**config.mk**
```make
export PLATFORM = sky130hd
export DESIGN_NAME = byte_diff_with_context_core
export DESIGN_NICKNAME = d
export VERILOG_FILES = /design/src/rtl/core/bdc_pkg.sv /design/src/rtl/core/bdc_front.sv /design/src/rtl/core/bdc_queue.sv /design/src/rtl/core/bdc_back.sv /design/src/rtl/core/byte_diff_with_context_core.sv
export SDC_FILE = /design/constraint.sdc
export NUM_CORES = 1
export LEC_CHECK = 0
export ABC_AREA = 1
export BUFFER_PORTS_ARGS = -buffer_cell sky130_fd_sc_hd__buf_4
export CORE_ASPECT_RATIO = 1.75
export CORE_UTILIZATION = 47
export CTS_CLUSTER_SIZE = 10
export DETAILED_ROUTE_END_ITERATION = 6
export MAX_ROUTING_LAYER = met4
export PLACE_DENSITY = 0.65
export SYNTH_ARGS = -nofsm -noshare
export SYNTH_HDL_FRONTEND = slang
export SYNTH_SLANG_ARGS = --single-unit
```
**constraint.sdc**
```tcl
create_clock -name clk -period 6.8 [get_ports clk]
set_input_delay 0 -clock clk [delete_from_list [all_inputs] [get_ports clk]]
set_output_delay 0 -clock clk [all_outputs]
set_load 0.1 [all_outputs]
```
**src/rtl/core/bdc_pkg.sv**
```systemverilog
// Shared types and constants of the byte compare block.
package bdc_pkg;

  // What one queued entry asks the back end to emit.
  typedef enum logic [2:0] {
    EV_TOTAL,
    EV_DIFF,
    EV_PATCH,
    EV_CTX,
    EV_OPEN
  } ev_t;

  // record_kind codes on the result channel
  localparam logic [2:0] KIND_SEP   = 3'd0;
  localparam logic [2:0] KIND_CTX   = 3'd1;
  localparam logic [2:0] KIND_DIFF  = 3'd2;
  localparam logic [2:0] KIND_PATCH = 3'd3;
  localparam logic [2:0] KIND_TOTAL = 3'd4;

  // configuration register indexes
  localparam int CFG_ADDR_W = 1;
  localparam logic [CFG_ADDR_W-1:0] REG_PATCH_MODE = 1'd0;
  localparam logic [CFG_ADDR_W-1:0] REG_COUNT_ONLY = 1'd1;

  // queue between front and back
  localparam int QDEPTH = 4;
  localparam int QPTR_W = $clog2(QDEPTH);

  typedef struct packed {
    ev_t         ev;
    logic [7:0]  bo;
    logic [7:0]  bn;
    logic [31:0] total;
  } desc_t;

  typedef struct packed {
    logic patch_mode;
    logic count_only;
  } mode_t;

  typedef struct packed {
    logic not_empty;
    logic full;
  } qstat_t;

endpackage

```
**src/rtl/core/bdc_front.sv**
```systemverilog
// Front end: compare byte pairs, keep the context state, queue emit requests.
module bdc_front import bdc_pkg::*; #(
  parameter int CONTEXT_BYTES = 3,
  parameter int OFFSET_BITS   = 32,
  parameter int FW            = $clog2(CONTEXT_BYTES + 1)
) (
  input  logic                       clk,
  input  logic                       rst_n,
  input  mode_t                      mode,
  input  logic                       accept,
  input  logic [7:0]                 byte_old,
  input  logic [7:0]                 byte_new,
  input  logic                       end_of_data,
  output logic                       push,
  output desc_t                      desc,
  output logic [OFFSET_BITS-1:0]     pos,
  output logic [FW-1:0]              fill,
  output logic [CONTEXT_BYTES*8-1:0] ring_flat
);

  logic [7:0]             ring_r [CONTEXT_BYTES];
  logic [FW-1:0]          fill_r, fill_nxt;
  logic [FW-1:0]          trail_r, trail_nxt;
  logic                   in_hunk_r, in_hunk_nxt;
  logic [OFFSET_BITS-1:0] pos_r, pos_nxt;
  logic [31:0]            cnt_r, cnt_nxt;
  logic                   shift_in;
  logic                   full_mode;
  logic                   mismatch;

  assign full_mode = !mode.count_only && !mode.patch_mode;
  assign mismatch  = byte_old != byte_new;

  always_comb begin
    fill_nxt    = fill_r;
    trail_nxt   = trail_r;
    in_hunk_nxt = in_hunk_r;
    pos_nxt     = pos_r;
    cnt_nxt     = cnt_r;
    shift_in    = 1'b0;
    push        = 1'b0;
    desc.ev     = EV_TOTAL;
    desc.bo     = byte_old;
    desc.bn     = byte_new;
    if (accept) begin
      if (end_of_data) begin
        push        = 1'b1;
        desc.ev     = EV_TOTAL;
        fill_nxt    = '0;
        trail_nxt   = '0;
        in_hunk_nxt = 1'b0;
        pos_nxt     = '0;
        cnt_nxt     = '0;
      end else begin
        pos_nxt = pos_r + OFFSET_BITS'(1);
        if (mismatch) begin
          if (cnt_r != 32'hFFFF_FFFF) begin
            cnt_nxt = cnt_r + 32'd1;
          end
          push = !mode.count_only;
          if (full_mode && !in_hunk_r) begin
            desc.ev = EV_OPEN;
          end else if (full_mode) begin
            desc.ev = EV_DIFF;
          end else begin
            desc.ev = EV_PATCH;
          end
          in_hunk_nxt = 1'b1;
          trail_nxt   = FW'(CONTEXT_BYTES);
        end else begin
          shift_in = 1'b1;
          if (fill_r < FW'(CONTEXT_BYTES)) begin
            fill_nxt = fill_r + FW'(1);
          end
          if (trail_r != '0) begin
            push      = full_mode;
            desc.ev   = EV_CTX;
            trail_nxt = trail_r - FW'(1);
          end else begin
            in_hunk_nxt = 1'b0;
          end
        end
      end
    end
    // total as seen by this item's records; the end item reports the old count
    desc.total = (accept && end_of_data) ? cnt_r : cnt_nxt;
  end

  assign pos  = pos_r;
  assign fill = fill_r;

  for (genvar i = 0; i < CONTEXT_BYTES; i++) begin : g_ring
    assign ring_flat[i*8 +: 8] = ring_r[i];
  end

  // newest byte in slot 0; the shift line carries no reset need beyond fill
  always_ff @(posedge clk) begin
    if (shift_in) begin
      ring_r[0] <= byte_old;
      for (int i = 1; i < CONTEXT_BYTES; i++) begin
        ring_r[i] <= ring_r[i-1];
      end
    end
  end

  always_ff @(posedge clk) begin
    if (!rst_n) begin
      fill_r    <= '0;
      trail_r   <= '0;
      in_hunk_r <= 1'b0;
      pos_r     <= '0;
      cnt_r     <= '0;
    end else begin
      fill_r    <= fill_nxt;
      trail_r   <= trail_nxt;
      in_hunk_r <= in_hunk_nxt;
      pos_r     <= pos_nxt;
      cnt_r     <= cnt_nxt;
    end
  end

endmodule

```
**src/rtl/core/bdc_queue.sv**
```systemverilog
// Short queue of emit requests between front and back end.
module bdc_queue import bdc_pkg::*; #(
  parameter int W = 8
) (
  input  logic         clk,
  input  logic         rst_n,
  input  logic         push,
  input  logic [W-1:0] wr_data,
  input  logic         pop,
  output logic [W-1:0] rd_data,
  output qstat_t       stat
);

  logic [W-1:0]      mem_r [QDEPTH];
  logic [QPTR_W-1:0] wr_ptr_r, rd_ptr_r;
  logic [QPTR_W:0]   cnt_r;

  assign rd_data        = mem_r[rd_ptr_r];
  assign stat.not_empty = cnt_r != '0;
  assign stat.full      = cnt_r == (QPTR_W + 1)'(QDEPTH);

  always_ff @(posedge clk) begin
    if (push) begin
      mem_r[wr_ptr_r] <= wr_data;
    end
  end

  always_ff @(posedge clk) begin
    if (!rst_n) begin
      wr_ptr_r <= '0;
      rd_ptr_r <= '0;
      cnt_r    <= '0;
    end else begin
      if (push) begin
        wr_ptr_r <= wr_ptr_r + QPTR_W'(1);
      end
      if (pop) begin
        rd_ptr_r <= rd_ptr_r + QPTR_W'(1);
      end
      case ({push, pop})
        2'b10:   cnt_r <= cnt_r + (QPTR_W + 1)'(1);
        2'b01:   cnt_r <= cnt_r - (QPTR_W + 1)'(1);
        default: cnt_r <= cnt_r;
      endcase
    end
  end

  a_no_overflow: assert property (@(posedge clk) disable iff (!rst_n)
    !(push && stat.full && !pop))
    else $error("queue written while full");

  a_no_underflow: assert property (@(posedge clk) disable iff (!rst_n)
    pop |-> stat.not_empty)
    else $error("queue read while empty");

endmodule

```
**src/rtl/core/bdc_back.sv**
```systemverilog
// Back end: expand queued requests into result words, one per cycle unless out_tready stalls the output.
module bdc_back import bdc_pkg::*; #(
  parameter int CONTEXT_BYTES = 3,
  parameter int OFFSET_BITS   = 32,
  parameter int FW            = $clog2(CONTEXT_BYTES + 1)
) (
  input  logic                       clk,
  input  logic                       rst_n,
  input  qstat_t                     qstat,
  input  desc_t                      desc,
  input  logic [OFFSET_BITS-1:0]     pos,
  input  logic [FW-1:0]              fill,
  input  logic [CONTEXT_BYTES*8-1:0] ring_flat,
  output logic                       pop,
  output logic                       out_tvalid,
  input  logic                       out_tready,
  output logic [79:0]                out_tdata,
  output logic [2:0]                 out_tuser,
  output logic                       out_tlast
);

  localparam int SPW = $clog2(CONTEXT_BYTES + 2);
  localparam int RIW = (CONTEXT_BYTES > 1) ? $clog2(CONTEXT_BYTES) : 1;

  logic [7:0]             ring_a [CONTEXT_BYTES];
  logic [SPW-1:0]         step_r, step_nxt;
  logic                   valid_r, valid_nxt;
  logic [2:0]             kind_r, kind_c;
  logic [79:0]            data_r;
  logic                   last_r, last_c;
  logic [31:0]            off_c, pos32, ctx32;
  logic [7:0]             vo_c, vn_c;
  logic [FW-1:0]          idx;
  logic [OFFSET_BITS-1:0] ctx_off;
  logic [SPW-1:0]         last_step;
  logic                   load;

  for (genvar i = 0; i < CONTEXT_BYTES; i++) begin : g_unpack
    assign ring_a[i] = ring_flat[i*8 +: 8];
  end

  // context records walk the ring oldest first: slot fill-step
  assign idx     = fill - step_r[FW-1:0];
  assign ctx_off = pos - OFFSET_BITS'(idx) - OFFSET_BITS'(1);

  if (OFFSET_BITS >= 32) begin : g_wide
    assign pos32 = pos[31:0];
    assign ctx32 = ctx_off[31:0];
  end else begin : g_narrow
    assign pos32 = {{(32 - OFFSET_BITS){1'b0}}, pos};
    assign ctx32 = {{(32 - OFFSET_BITS){1'b0}}, ctx_off};
  end

  assign last_step = (desc.ev == EV_OPEN) ? SPW'(fill) + SPW'(1) : '0;
  assign last_c    = step_r == last_step;
  assign load      = qstat.not_empty && (!valid_r || out_tready);
  assign pop       = load && last_c;

  always_comb begin
    kind_c = KIND_TOTAL;
    off_c  = '0;
    vo_c   = '0;
    vn_c   = '0;
    case (desc.ev)
      EV_TOTAL: begin
        kind_c = KIND_TOTAL;
      end
      EV_DIFF: begin
        kind_c = KIND_DIFF;
        off_c  = pos32;
        vo_c   = desc.bo;
        vn_c   = desc.bn;
      end
      EV_PATCH: begin
        kind_c = KIND_PATCH;
        off_c  = pos32;
        vn_c   = desc.bn;
      end
      EV_CTX: begin
        kind_c = KIND_CTX;
        off_c  = pos32;
        vo_c   = desc.bo;
      end
      EV_OPEN: begin
        if (step_r == '0) begin
          kind_c = KIND_SEP;
        end else if (last_c) begin
          kind_c = KIND_DIFF;
          off_c  = pos32;
          vo_c   = desc.bo;
          vn_c   = desc.bn;
        end else begin
          kind_c = KIND_CTX;
          off_c  = ctx32;
          vo_c   = ring_a[idx[RIW-1:0]];
        end
      end
      default: begin
        kind_c = KIND_TOTAL;
      end
    endcase
  end

  always_comb begin
    step_nxt  = step_r;
    valid_nxt = valid_r;
    if (load) begin
      valid_nxt = 1'b1;
      step_nxt  = last_c ? '0 : step_r + SPW'(1);
    end else if (out_tready) begin
      valid_nxt = 1'b0;
    end
  end

  always_ff @(posedge clk) begin
    if (!rst_n) begin
      valid_r <= 1'b0;
      step_r  <= '0;
    end else begin
      valid_r <= valid_nxt;
      step_r  <= step_nxt;
    end
  end

  always_ff @(posedge clk) begin
    if (load) begin
      kind_r <= kind_c;
      data_r <= {desc.total, vn_c, vo_c, off_c};
      last_r <= last_c;
    end
  end

  assign out_tvalid = valid_r;
  assign out_tdata  = data_r;
  assign out_tuser  = kind_r;
  assign out_tlast  = last_r;

  a_step_bound: assert property (@(posedge clk) disable iff (!rst_n)
    step_r <= SPW'(CONTEXT_BYTES + 1))
    else $error("sequencer step out of range");

  a_total_last: assert property (@(posedge clk) disable iff (!rst_n)
    (out_tvalid && out_tuser == KIND_TOTAL) |-> out_tlast)
    else $error("total word without tlast");

  a_sep_not_last: assert property (@(posedge clk) disable iff (!rst_n)
    (out_tvalid && out_tuser == KIND_SEP) |-> !out_tlast)
    else $error("separator closed an item");

endmodule

```
**src/rtl/core/byte_diff_with_context_core.sv**
```systemverilog
// Top level of the byte compare block with context output.
//
//  port group | dir | tdata fields (low bit up)                   | tuser       | tlast
//  in_*       | in  | byte_old[7:0], byte_new[15:8]               | -           | end_of_data
//  out_*      | out | offset[31:0], value_old[39:32],              | record_kind | last
//             |     | value_new[47:40], mismatch_total[79:48]     |             |
//  cfg_*      | in  | cfg_addr 0 patch_mode, 1 count_only; cfg_wdata bit 0
//
// One byte pair is taken per cycle while the request queue has room; the
// front end updates its state and queues at most one request per pair.
// The back end drains one result word per cycle while out_tready is high; a pair
// that opens a hunk expands into fill+2 words (up to CONTEXT_BYTES+2).
// Reset (rst_n low, synchronous) clears the state, the queue and the modes.
// A stall on out_tready holds the output register; the queue keeps taking
// pairs until it holds QDEPTH requests, then in_tready drops.
module byte_diff_with_context_core import bdc_pkg::*; #(
  parameter int CONTEXT_BYTES = 3,
  parameter int OFFSET_BITS   = 32
) (
  input  logic                  clk,
  input  logic                  rst_n,
  // input channel
  input  logic                  in_tvalid,
  output logic                  in_tready,
  input  logic [15:0]           in_tdata,   // byte_old, byte_new
  input  logic                  in_tlast,   // end_of_data
  // result channel
  output logic                  out_tvalid,
  input  logic                  out_tready,
  output logic [79:0]           out_tdata,  // offset, value_old, value_new, mismatch_total
  output logic [2:0]            out_tuser,  // record_kind
  output logic                  out_tlast,  // last
  // configuration
  input  logic                  cfg_we,
  input  logic [CFG_ADDR_W-1:0] cfg_addr,
  input  logic                  cfg_wdata
);

  localparam int FW = $clog2(CONTEXT_BYTES + 1);
  localparam int QW = $bits(desc_t) + OFFSET_BITS + FW + CONTEXT_BYTES * 8;

  mode_t                      mode_r;
  logic                       accept;
  logic                       push;
  desc_t                      f_desc, b_desc;
  logic [OFFSET_BITS-1:0]     f_pos, b_pos;
  logic [FW-1:0]              f_fill, b_fill;
  logic [CONTEXT_BYTES*8-1:0] f_ring, b_ring;
  logic [QW-1:0]              q_wr, q_rd;
  logic                       pop;
  qstat_t                     qstat;

  // mode registers; writes must arrive only while the block is idle (not enforced here)
  always_ff @(posedge clk) begin
    if (!rst_n) begin
      mode_r <= '0;
    end else if (cfg_we) begin
      case (cfg_addr)
        REG_PATCH_MODE: mode_r.patch_mode <= cfg_wdata;
        REG_COUNT_ONLY: mode_r.count_only <= cfg_wdata;
        default:        mode_r            <= mode_r;
      endcase
    end
  end

  // take a pair whenever the queue can hold its request
  assign in_tready = !qstat.full;
  assign accept    = in_tvalid && in_tready;

  bdc_front #(
    .CONTEXT_BYTES(CONTEXT_BYTES),
    .OFFSET_BITS  (OFFSET_BITS),
    .FW           (FW)
  ) u_front (
    .clk        (clk),
    .rst_n      (rst_n),
    .mode       (mode_r),
    .accept     (accept),
    .byte_old   (in_tdata[7:0]),
    .byte_new   (in_tdata[15:8]),
    .end_of_data(in_tlast),
    .push       (push),
    .desc       (f_desc),
    .pos        (f_pos),
    .fill       (f_fill),
    .ring_flat  (f_ring)
  );

  // each request carries a snapshot of position and ring for the back end
  assign q_wr = {f_pos, f_fill, f_ring, f_desc};
  assign {b_pos, b_fill, b_ring, b_desc} = q_rd;

  bdc_queue #(
    .W(QW)
  ) u_queue (
    .clk    (clk),
    .rst_n  (rst_n),
    .push   (push),
    .wr_data(q_wr),
    .pop    (pop),
    .rd_data(q_rd),
    .stat   (qstat)
  );

  bdc_back #(
    .CONTEXT_BYTES(CONTEXT_BYTES),
    .OFFSET_BITS  (OFFSET_BITS),
    .FW           (FW)
  ) u_back (
    .clk       (clk),
    .rst_n     (rst_n),
    .qstat     (qstat),
    .desc      (b_desc),
    .pos       (b_pos),
    .fill      (b_fill),
    .ring_flat (b_ring),
    .pop       (pop),
    .out_tvalid(out_tvalid),
    .out_tready(out_tready),
    .out_tdata (out_tdata),
    .out_tuser (out_tuser),
    .out_tlast (out_tlast)
  );

endmodule

```
==> impl_metrics.yaml, run 1 <==
run_status:
  status: "completed"
global_route:
  grt_max_degree: 138
  grt_pass1_vias: 19191
  antenna_found_initial: 1
  overflow: 0
  track_usage_pct: 24.7
  grt_pass1_wl_mm: 107
synth:
  synth.top_cells.by_count: "683 x nand2_1, 544 x edfxtp_1, 242 x nand3_1"
  synth_cells: 2599
  synth.area.top_cells: "edfxtp_1 60%, nand2_1 9.4%, dfxtp_1 6.2%, nand3_1 4.4%, nor2_1 3.2%"
  synth_top_area_share_pct: 59.8
  async_flop_share_pct: 0
  yosysWarnings: 0
  yosysTopAreaCell: "edfxtp_1"
  synth.net_count: 2640
  synth-seq-cells: 628
  synthMostInstantiatedCell: "nand2_1"
  synth_edf_count: 544
  yosysSeqAreaShare_pct: 66.0
  avgSynthCellArea_um2: 10.5
  netlist_area_mm2: 0.0273
  yosysUniqueCellTypes: 52
  synthFlopType: "edfxtp_1"
timing:
  period_minus_slack_ps: 4550
  period_share_pct: 67.0
  clock_skew_ps: 17.5
  worst_pin_slew_ps: 1090
  slew_headroom_pct: 27.4
  setup_viol: 0
  maxSlewViolCount: 0
  hold_viol: 0
  rsz0062_at_grt: "no"
  layout_setup_ws_ps: 2250
  max_freq_mhz: 220
drt:
  totalWireLength_mm: 69.5
  num_vias: 19348
  drt_iter0_markers: 1392
  viasPerCell: 5.47
  wire_per_inst_um: 19.6
  firstDrtPassIters: 5
  ant_nets: 0
  route.detailed.drc: 0
floorplan:
  start_util_pct: 47.6
  pin_count: 110
  fp.dieH_um: 321
  die-area_mm2: 0.0591
  core_area_mm2: 0.0573
  rows: 116
  die_x_um: 184
clock_tree:
  cts_tree: "yes"
  clockBufferDepth: 3
  ctsResizeCount: 0
  cts_buffers: 72
  cts_sinks: 628
  root_buffer: "clkbuf_16"
  clk_latency_ps: 600
  htreeDepth: 3
  clkTransAtPathRegs_ps: 60
place:
  post-dp-hpwl_mm: 43.3
  gp_congestion: 0.932
  dp_cells: 3385
  numPortBuffers: 109
  dpl_worst_slack_ps: 2240
worst_hold_path:
  hold_path.class: "in -> reg"
final_layout:
  nets: 2758
  instances_no_fill: 3536
  drive_above_1_share_pct: 9.79
  synthToLayoutAreaGrowth_pct: 14.0
critical_path:
  critPathLaunchType: "flop"
  crit_required_ps: 7280
  worstPathArrival_ps: 5030
  path_cells: "clkinv_2, buf_4, buf_4, nand3_2, nand2_4, nand2_4, nor2_8, nand3_1, nand2_4, nand2_4, nor2_8, nand2_2, inv_1, ha_1, inv_1, fa_1, a21oi_1, o21ai_0, o21ai_0, a21oi_1"
  max_stage_delay_ps: 770
  crit_slowest_cell: "buf_4"
  reg2reg_setup_slack_ps: 2250
  path_class: "reg -> reg"
  crit_top_cell: "nand2_4"
  crit_path_end_kind: "flop"
  cp_max_fo: 68
run:
  max-cap-violations: 0
power:
  power_density_mw_per_mm2: 466
  p_leak_uw: 0.0116
  irDropWorstVdd_mv: 0.478
-- timing repair --
| item | CTS | global route |
|---|---|---|
| hold endpoints to repair | 105 | 0 |
| setup buffers | 0 | 0 |
| hold buffers | 25 | 0 |
-- cell usage in the layout (no fill, tap or decap), types with 5 or more instances in the layout --
cell type / count
nand2_1: 683
edfxtp_1: 544
nand3_1: 242
nor2_1: 226
inv_1: 163
o21ai_0: 136
buf_4: 130
a21oi_1: 102
dfxtp_1: 82
clkbuf_16: 74
nand4_1: 54
clkbuf_1: 46
o22ai_1: 38
nor3_1: 36
dlygate4sd3_1: 25
xor2_1: 17
o211ai_1: 17
ha_1: 15
nor4_1: 10
o2111ai_1: 9
nand2_4: 8
a32o_1: 8
or2_2: 8
nand2_2: 7
nor2_4: 7
xnor2_1: 7
nor2_2: 6
nand3_2: 5
clkinv_1: 5
-- final timing paths --
kind | endpoint | from | cells past startpoint
hold reg to reg | u_queue.cnt_r[0]$_SDFFE_PN0P_ | u_queue.cnt_r[0]$_SDFFE_PN0P_ | 1
setup reg to reg | u_queue.cnt_r[2]$_SDFFE_PN0P_ | flop | 20
hold / removal | u_front.pos[22]$_SDFFE_PN0P_ | in_tvalid | 5
setup / recovery | u_queue.cnt_r[2]$_SDFFE_PN0P_ | flop | 20
-- kinds of logic after synthesis --
logic type                 synth area share [%]
AOI/OAI and AO/OA                          6.85
and+or+nand+nor                            20.9
adders and majority gates                 0.834
buffers and inverters                      4.59
muxes                                    0.0733
xor gates and xnor gates                  0.770
DFF                                        66.0
-- report_power, final --
group          internal (µW)  switching (µW)
clock                   2030            1450
combinational           1220            4640
sequential              4910             235
-- critical path: cells and delay by family, from the launching register on --
| kind | cells | cell delay [ps] |
|---|---|---|
| buffers and inverters | 5 | 1720 |
| AO/OA/AOI/OAI | 4 | 450 |
| AND/OR/NAND/NOR | 9 | 1180 |
| flip-flops | 1 | 470 |
| adder cells (fa/ha/maj) | 2 | 520 |
-- through the flow --
stage               area, µm²  total power [µW]  hold slack [ps]  util (%)  setup TNS, ps
finish                  31100             14500             51.5      54.3              0
global route            31100             15200             96.2      54.3              0
CTS                     31100             14600             26.7      54.3              0
detailed placement      28800             11100              227      50.2              0
global placement        28800             11000              223      50.2              0
floorplan               27300              9680             98.9         -        -108630
-- sequential cells by signal, summed over array words and instances, names as in the netlist, named ones only --
register / cells
u_front.ring_r: 24
u_back.out_tlast: 1
u_back.step_r: 3
u_queue.cnt_r: 3
u_back.out_tuser: 3
u_front.fill: 2
u_queue.mem_r: 436
u_queue.rd_ptr_r: 2
u_front.in_hunk_r: 1
mode_r: 2
u_queue.wr_ptr_r: 2
u_front.pos: 32
u_back.out_tdata: 80
u_front.trail_r: 2
u_front.cnt_r: 32
u_back.out_tvalid: 1
-- metal layers --
layer | track usage [%] | wire length, µm
met1 | 26.7 | 26300
met2 | 44.4 | 37200
met3 | 2.85 | 2720
met4 | 12.5 | 3310
met5 | - | 0
-- final cells by class --
| class | count | area, µm² |
|---|---|---|
| antenna | 1 | 2.50 |
| multi-input combinational | 1683 | 8080 |
| fill | 4909 | 26200 |
| sequential | 628 | 18000 |
| timing repair buffer | 159 | 1310 |
| clock buffer | 120 | 2020 |
| clock inverter | 5 | 77.6 |
| tap | 767 | 960 |
| inverter | 173 | 656 |
(Power assumes the default switching activity.)
==> run 2, diff against run 1 <==
--- a/config.mk
+++ b/config.mk
@@ -5,14 +5,14 @@
 export SDC_FILE = /design/constraint.sdc
 export NUM_CORES = 1
 export LEC_CHECK = 0
-export ABC_AREA = 1
+export ABC_AREA = 0
 export BUFFER_PORTS_ARGS = -buffer_cell sky130_fd_sc_hd__buf_4
 export CORE_ASPECT_RATIO = 1.75
 export CORE_UTILIZATION = 47
 export CTS_CLUSTER_SIZE = 10
 export DETAILED_ROUTE_END_ITERATION = 6
 export MAX_ROUTING_LAYER = met4
-export PLACE_DENSITY = 0.65
+export PLACE_DENSITY = 0.63
 export SYNTH_ARGS = -nofsm -noshare
 export SYNTH_HDL_FRONTEND = slang
 export SYNTH_SLANG_ARGS = --single-unit
==> constraint.sdc (replaced) <==
create_clock -name clk -period 4.3 [get_ports clk]
set_input_delay 0 -clock clk [delete_from_list [all_inputs] [get_ports clk]]
set_output_delay 0 -clock clk [all_outputs]
set_load 0.1 [all_outputs]
==> run 2 against run 1 <==
  * Worst hold slack better by 150 ps
  * Largest cell class unchanged
  * Critical endpoint unchanged
  * Setup slack worse by 2000 ps
  * Cell area down 5.3%
  * First-iteration DRC count down 27%
  * Routed wire length down 24%
==> impl_metrics.yaml, run 2 <==
final_layout:
  drive_above_1_share_pct: 21.2
  layout_commonest_cell: "edfxtp_1"
  diodes: 0
  finalInstanceArea_mm2: 0.0295
  registers.top_by_ff_count: "u_queue.mem_r"
  nets: 1745
  largest_reg_flops: 436
  synthToLayoutAreaGrowth_pct: 16.0
  final_cell_mix: "544 x edfxtp_1, 138 x buf_4, 109 x mux4_2"
global_route:
  track_usage_pct: 20.5
  antenna_found_initial: 0
  overflow: 0
  grt_max_degree: 62
  grt_pass1_vias: 14064
  grt_pass1_wl_mm: 81.5
drt:
  route.detailed.drc: 0
  ant_nets: 0
  drt_iter0_markers: 1013
  firstDrtPassIters: 5
  num_vias: 13738
  wire_per_inst_um: 21.8
  totalWireLength_mm: 53.1
  viasPerCell: 5.65
critical_path:
  worstPathArrival_ps: 4560
  path_class: "reg -> reg"
  critPathLaunchType: "flop"
  crit_path_end_kind: "flop"
  crit_required_ps: 4810
  cp_max_fo: 15
timing:
  fin_setup_tns_ps: 0
  clock_skew_ps: 22.2
  maxSlewViolCount: 0
  period_minus_slack_ps: 4050
  worst_pin_slew_ps: 1050
  hold_viol: 0
  slew_headroom_pct: 29.5
  setup_viol: 0
  max_freq_mhz: 247
  rsz0062_at_grt: "no"
  period_share_pct: 94.1
synth:
  synth.net_count: 1568
  avgSynthCellArea_um2: 16.6
  yosysSeqAreaShare_pct: 70.9
  yosysUniqueCellTypes: 65
  synth_cells: 1527
  yosysWarnings: 0
  netlist_area_mm2: 0.0254
  synth_edf_count: 544
  async_flop_share_pct: 0
  synthFlopType: "edfxtp_1"
  synthMostInstantiatedCell: "edfxtp_1"
  yosysTopAreaCell: "edfxtp_1"
  synth.area.top_cells: "edfxtp_1 64%, mux4_2 9.7%, dfxtp_1 6.6%, xnor2_1 2.6%, xor2_1 1.4%"
  synth-seq-cells: 628
  synth.top_cells.by_count: "544 x edfxtp_1, 109 x mux4_2, 94 x nand2_1"
  synth_top_area_share_pct: 64.3
floorplan:
  die_x_um: 178
  core_area_mm2: 0.0534
  pin_count: 110
  start_util_pct: 47.6
  fp.dieH_um: 310
  rows: 112
  die-area_mm2: 0.0550
clock_tree:
  clkTransAtPathRegs_ps: 50
  ctsResizeCount: 0
  cts_tree: "yes"
  cts_sinks: 628
  htreeDepth: 3
  cts_buffers: 72
  clk_latency_ps: 590
  clockBufferDepth: 3
  root_buffer: "clkbuf_16"
power:
  p_leak_uw: 0.00963
  power_density_mw_per_mm2: 692
  irDropWorstVdd_mv: 0.488
run_status:
  status: "completed"
place:
  post-dp-hpwl_mm: 32.5
  numPortBuffers: 109
  gp_congestion: 0.839
  placed_area_mm2: 0.0271
worst_hold_path:
  hold_path.class: "in -> reg"
  min-delay-start: "in_tdata[13]"
run:
  max-cap-violations: 0
## run 2: cell types whose count changed in the layout (fill, tap and decap cells not counted), sizes merged, moves of 70 or more
cell	before	now
a21oi	102	25
inv	169	34
mux4	0	109
nand2	698	95
nand3	248	44
nor2	242	93
o21ai	141	43
xnor2	7	77
## run 2: path summary, 6_finish.rpt
kind / end / slack (ps) / cells past startpoint
min reg2reg: u_queue.mem_r[3][71]$_DFFE_PP_ / 500 / 0
max reg2reg: u_queue.cnt_r[2]$_SDFFE_PN0P_ / 250 / 11
min: u_queue.mem_r[2][37]$_DFFE_PP_ / 200 / 2
max: u_queue.cnt_r[2]$_SDFFE_PN0P_ / 250 / 11
## run 2: cells by family (layout without fill, tap and decap cells)
kind of cell | count (synthesis) | count (layout) | synth area share [%]
buffers and inverters | 101 | 321 | 1.76
XOR/XNOR | 118 | 119 | 4.10
AND/OR/NAND/NOR | 399 | 399 | 7.97
multiplexers | 124 | 124 | 10.3
flip-flops | 628 | 628 | 70.9
adder cells (fa/ha/maj) | 17 | 17 | 0.897
AO/OA/AOI/OAI | 140 | 140 | 4.06
## run 2: stage by stage
step	std cells	worst slack [ps]	total power (µW)	hold slack [ps]	util, %
floorplan	1527	323	13400	98.9	-
global placement	2285	319	15100	221	50.8
detailed placement	2285	307	15100	221	50.8
CTS	2431	267	20600	164	55.2
global route	2432	27.1	21200	192	55.2
finish	2432	252	20400	202	55.2
## run 2: timing repair
| action | 4_1_cts | 5_1_grt |
|---|---|---|
| hold endpoints to repair | 96 | 0 |
| buffers inserted | 0 | 0 |
| hold buffers | 28 | 0 |
| endpoints found under the setup margin | 0 | 1 |
## run 2: per-layer routing
layer / GRT usage (%) / part of all wire (%)
met1: 24.0 / 40
met2: 35.3 / 54
met3: 3.09 / 3.9
met4: 7.91 / 2.9
met5: - / 0
## run 2: layout make-up
cell class | instances | area [µm²]
Inverter | 32 | 124
Clock inverter | 3 | 26.3
Clock buffer | 115 | 2030
Multi-Input combinational cell | 799 | 6990
Fill cell | 4153 | 23900
Sequential cell | 628 | 18000
Timing Repair Buffer | 171 | 1420
Tap cell | 684 | 856
## run 2: power by group
part           switching (µW)  leakage (µW)  internal, µW
combinational            5210       0.00285          1770
clock                    2210      0.000985          3200
sequential                304       0.00580          7710
## run 2: critical path, stage by stage (launching register included)
cell	delay, ps
dfxtp_4	550
mux4_2	630
nor4b_2	830
xnor2_4	330
nand3_1	250
inv_1	110
ha_1	180
inv_1	60
fa_1	380
xor2_1	170
or3_1	310
a21boi_0	160
==> run 3, diff against run 2 <==
==> constraint.sdc (replaced) <==
create_clock -name clk -period 4.1 [get_ports clk]
set_input_delay 0 -clock clk [delete_from_list [all_inputs] [get_ports clk]]
set_output_delay 0 -clock clk [all_outputs]
set_load 0.1 [all_outputs]
==> run 3 against run 2 <==
  * Core utilization up 0.14 points
  * Power rose by 4.9%
  * Worst hold slack got worse by 21 ps
  * Combinational power is 4.9% higher
  * Routed wire length fell by 1.1%
  * Sequential cell count unchanged
  * Via count down 0.74%
  * First-iteration DRC count fell by 6.0%
  * Largest power group unchanged
==> impl_metrics.yaml, run 3 (same netlist as run 2, synthesis figures left out) <==
critical_path:
  crit_slowest_cell: "mux4_2"
  crit_path_end_kind: "flop"
  crit_required_ps: 4530
  reg2reg_setup_slack_ps: 450
  path_cells: "buf_12, mux4_2, or4b_1, a32o_1, buf_4, a2111oi_4, mux2_1, o211ai_1"
  worstPathArrival_ps: 4080
  critical-path-top-delay-family: "multiplexers"
  worst-path-stages: 8
  crit_buf_inv: 2
  crit_end: "u_back.out_tdata[30]$_DFFE_PP_"
  cp_max_fo: 48
  r2r-end: "u_back.out_tdata[30]$_DFFE_PP_"
  path_class: "reg -> reg"
  max_stage_delay_ps: 650
  critPathLaunchType: "flop"
  reg2reg_depth: 8
timing:
  clock_skew_ps: 20.2
  rsz0062_at_grt: "no"
  max_freq_mhz: 274
  period_share_pct: 89.1
  fin_setup_tns_ps: 0
  setup_viol: 0
  slew_headroom_pct: 44.1
  period_minus_slack_ps: 3650
  maxSlewViolCount: 0
  worst_pin_slew_ps: 838
  hold_viol: 0
drt:
  ant_nets: 0
  num_vias: 13636
  viasPerCell: 5.58
  wire_per_inst_um: 21.5
  totalWireLength_mm: 52.5
  drt_iter0_markers: 952
  firstDrtPassIters: 5
  route.detailed.drc: 0
clock_tree:
  postCtsHoldBufs: 28
  htreeDepth: 3
  cts_tree: "yes"
  clk_latency_ps: 590
  cts_sinks: 628
  root_buffer: "clkbuf_16"
  ctsResizeCount: 0
  clockBufferDepth: 3
  cts_setup_buffers: 0
  cts_buffers: 72
  clkTransAtPathRegs_ps: 60
final_layout:
  multi_input_comb_area_mm2: 0.00698
  finalInstanceArea_mm2: 0.0295
  registers.top_by_ff_count: "u_queue.mem_r"
  drive_above_1_share_pct: 21.4
  instances_no_fill: 2444
  synthToLayoutAreaGrowth_pct: 16.3
  nets: 1749
  final.fill_count: 4097
  final_cell_mix: "544 x edfxtp_1, 142 x buf_4, 109 x mux4_2"
  layout_commonest_cell: "edfxtp_1"
  seq_area_mm2: 0.0180
  largest_reg_flops: 436
worst_hold_path:
  hold_path.class: "in -> reg"
place:
  gp_congestion: 0.867
  numPortBuffers: 109
  dp_cells: 2290
  placed_area_mm2: 0.0272
  post-dp-hpwl_mm: 32.6
floorplan:
  start_util_pct: 47.6
  pin_count: 110
  die-area_mm2: 0.0550
  fp.dieH_um: 310
  rows: 112
  core_area_mm2: 0.0534
  die_x_um: 178
global_route:
  grt_pass1_wl_mm: 81.6
  antenna_found_initial: 1
  grt_max_degree: 69
  grt_pass1_vias: 14220
  overflow: 0
  track_usage_pct: 20.4
power:
  irDropWorstVdd_mv: 0.479
  power_density_mw_per_mm2: 725
  p_leak_uw: 0.00966
run:
  max-cap-violations: 0
run_status:
  status: "completed"
==> run 3: cell types whose count changed in the layout (fill, tap and decap cells not counted), sizes merged <==
| cell | delta |
|---|---|
| xnor2 | -1 |
| diode | +1 |
| clkinv | +4 |
| buf | +5 |
| clkbuf | +4 |
| inv | -1 |
==> run 3: metal layers <==
layer,share of wire [%],track usage (%)
met1,39,23.5
met2,54,36.0
met3,3.8,2.89
met4,3.0,7.77
met5,0,-
==> run 3: per-stage QoR <==
stage | hold WS [ps] | util [%] | total power [µW] | setup slack (ps)
floorplan | 98.9 | - | 14100 | 123
global placement | 220 | 50.9 | 15800 | 521
detailed placement | 221 | 50.9 | 15900 | 403
CTS | 146 | 55.3 | 21700 | 402
global route | 161 | 55.3 | 22300 | 258
finish | 181 | 55.3 | 21400 | 446
==> run 3: worst min-delay path by stage <==
stage               cells past startpoint         start                        endpoint  slack (ps)
floorplan                               0   in_tdata[0]  u_front.ring_r[0][0]$_DFFE_PP_         100
global placement                        1  in_tdata[15]  u_queue.mem_r[3][39]$_DFFE_PP_         220
detailed placement                      1   in_tdata[9]  u_queue.mem_r[2][33]$_DFFE_PP_         220
CTS                                     2  in_tdata[15]  u_queue.mem_r[1][39]$_DFFE_PP_         150
global route                            2  in_tdata[15]  u_queue.mem_r[2][39]$_DFFE_PP_         160
finish                                  2  in_tdata[12]  u_queue.mem_r[1][36]$_DFFE_PP_         180
==> run 3: where the power goes <==
part	internal [µW]	leakage [µW]	switching (µW)	total (µW)
sequential	8080	0.00580	294	8380
clock	3340	0.000997	2380	5720
combinational	1860	0.00287	5440	7310
total	13300	0.00966	8110	21400
==> run 3: final cells by class <==
type | instances | area share, %
flip-flops and latches | 628 | 61.0
multi-input cells | 798 | 23.6
clock buffers | 119 | 6.80
repair buffers | 176 | 4.96
well taps | 684 | 2.90
inverters | 32 | 0.419
clock inverters | 6 | 0.280
diodes | 1 | 0.00847
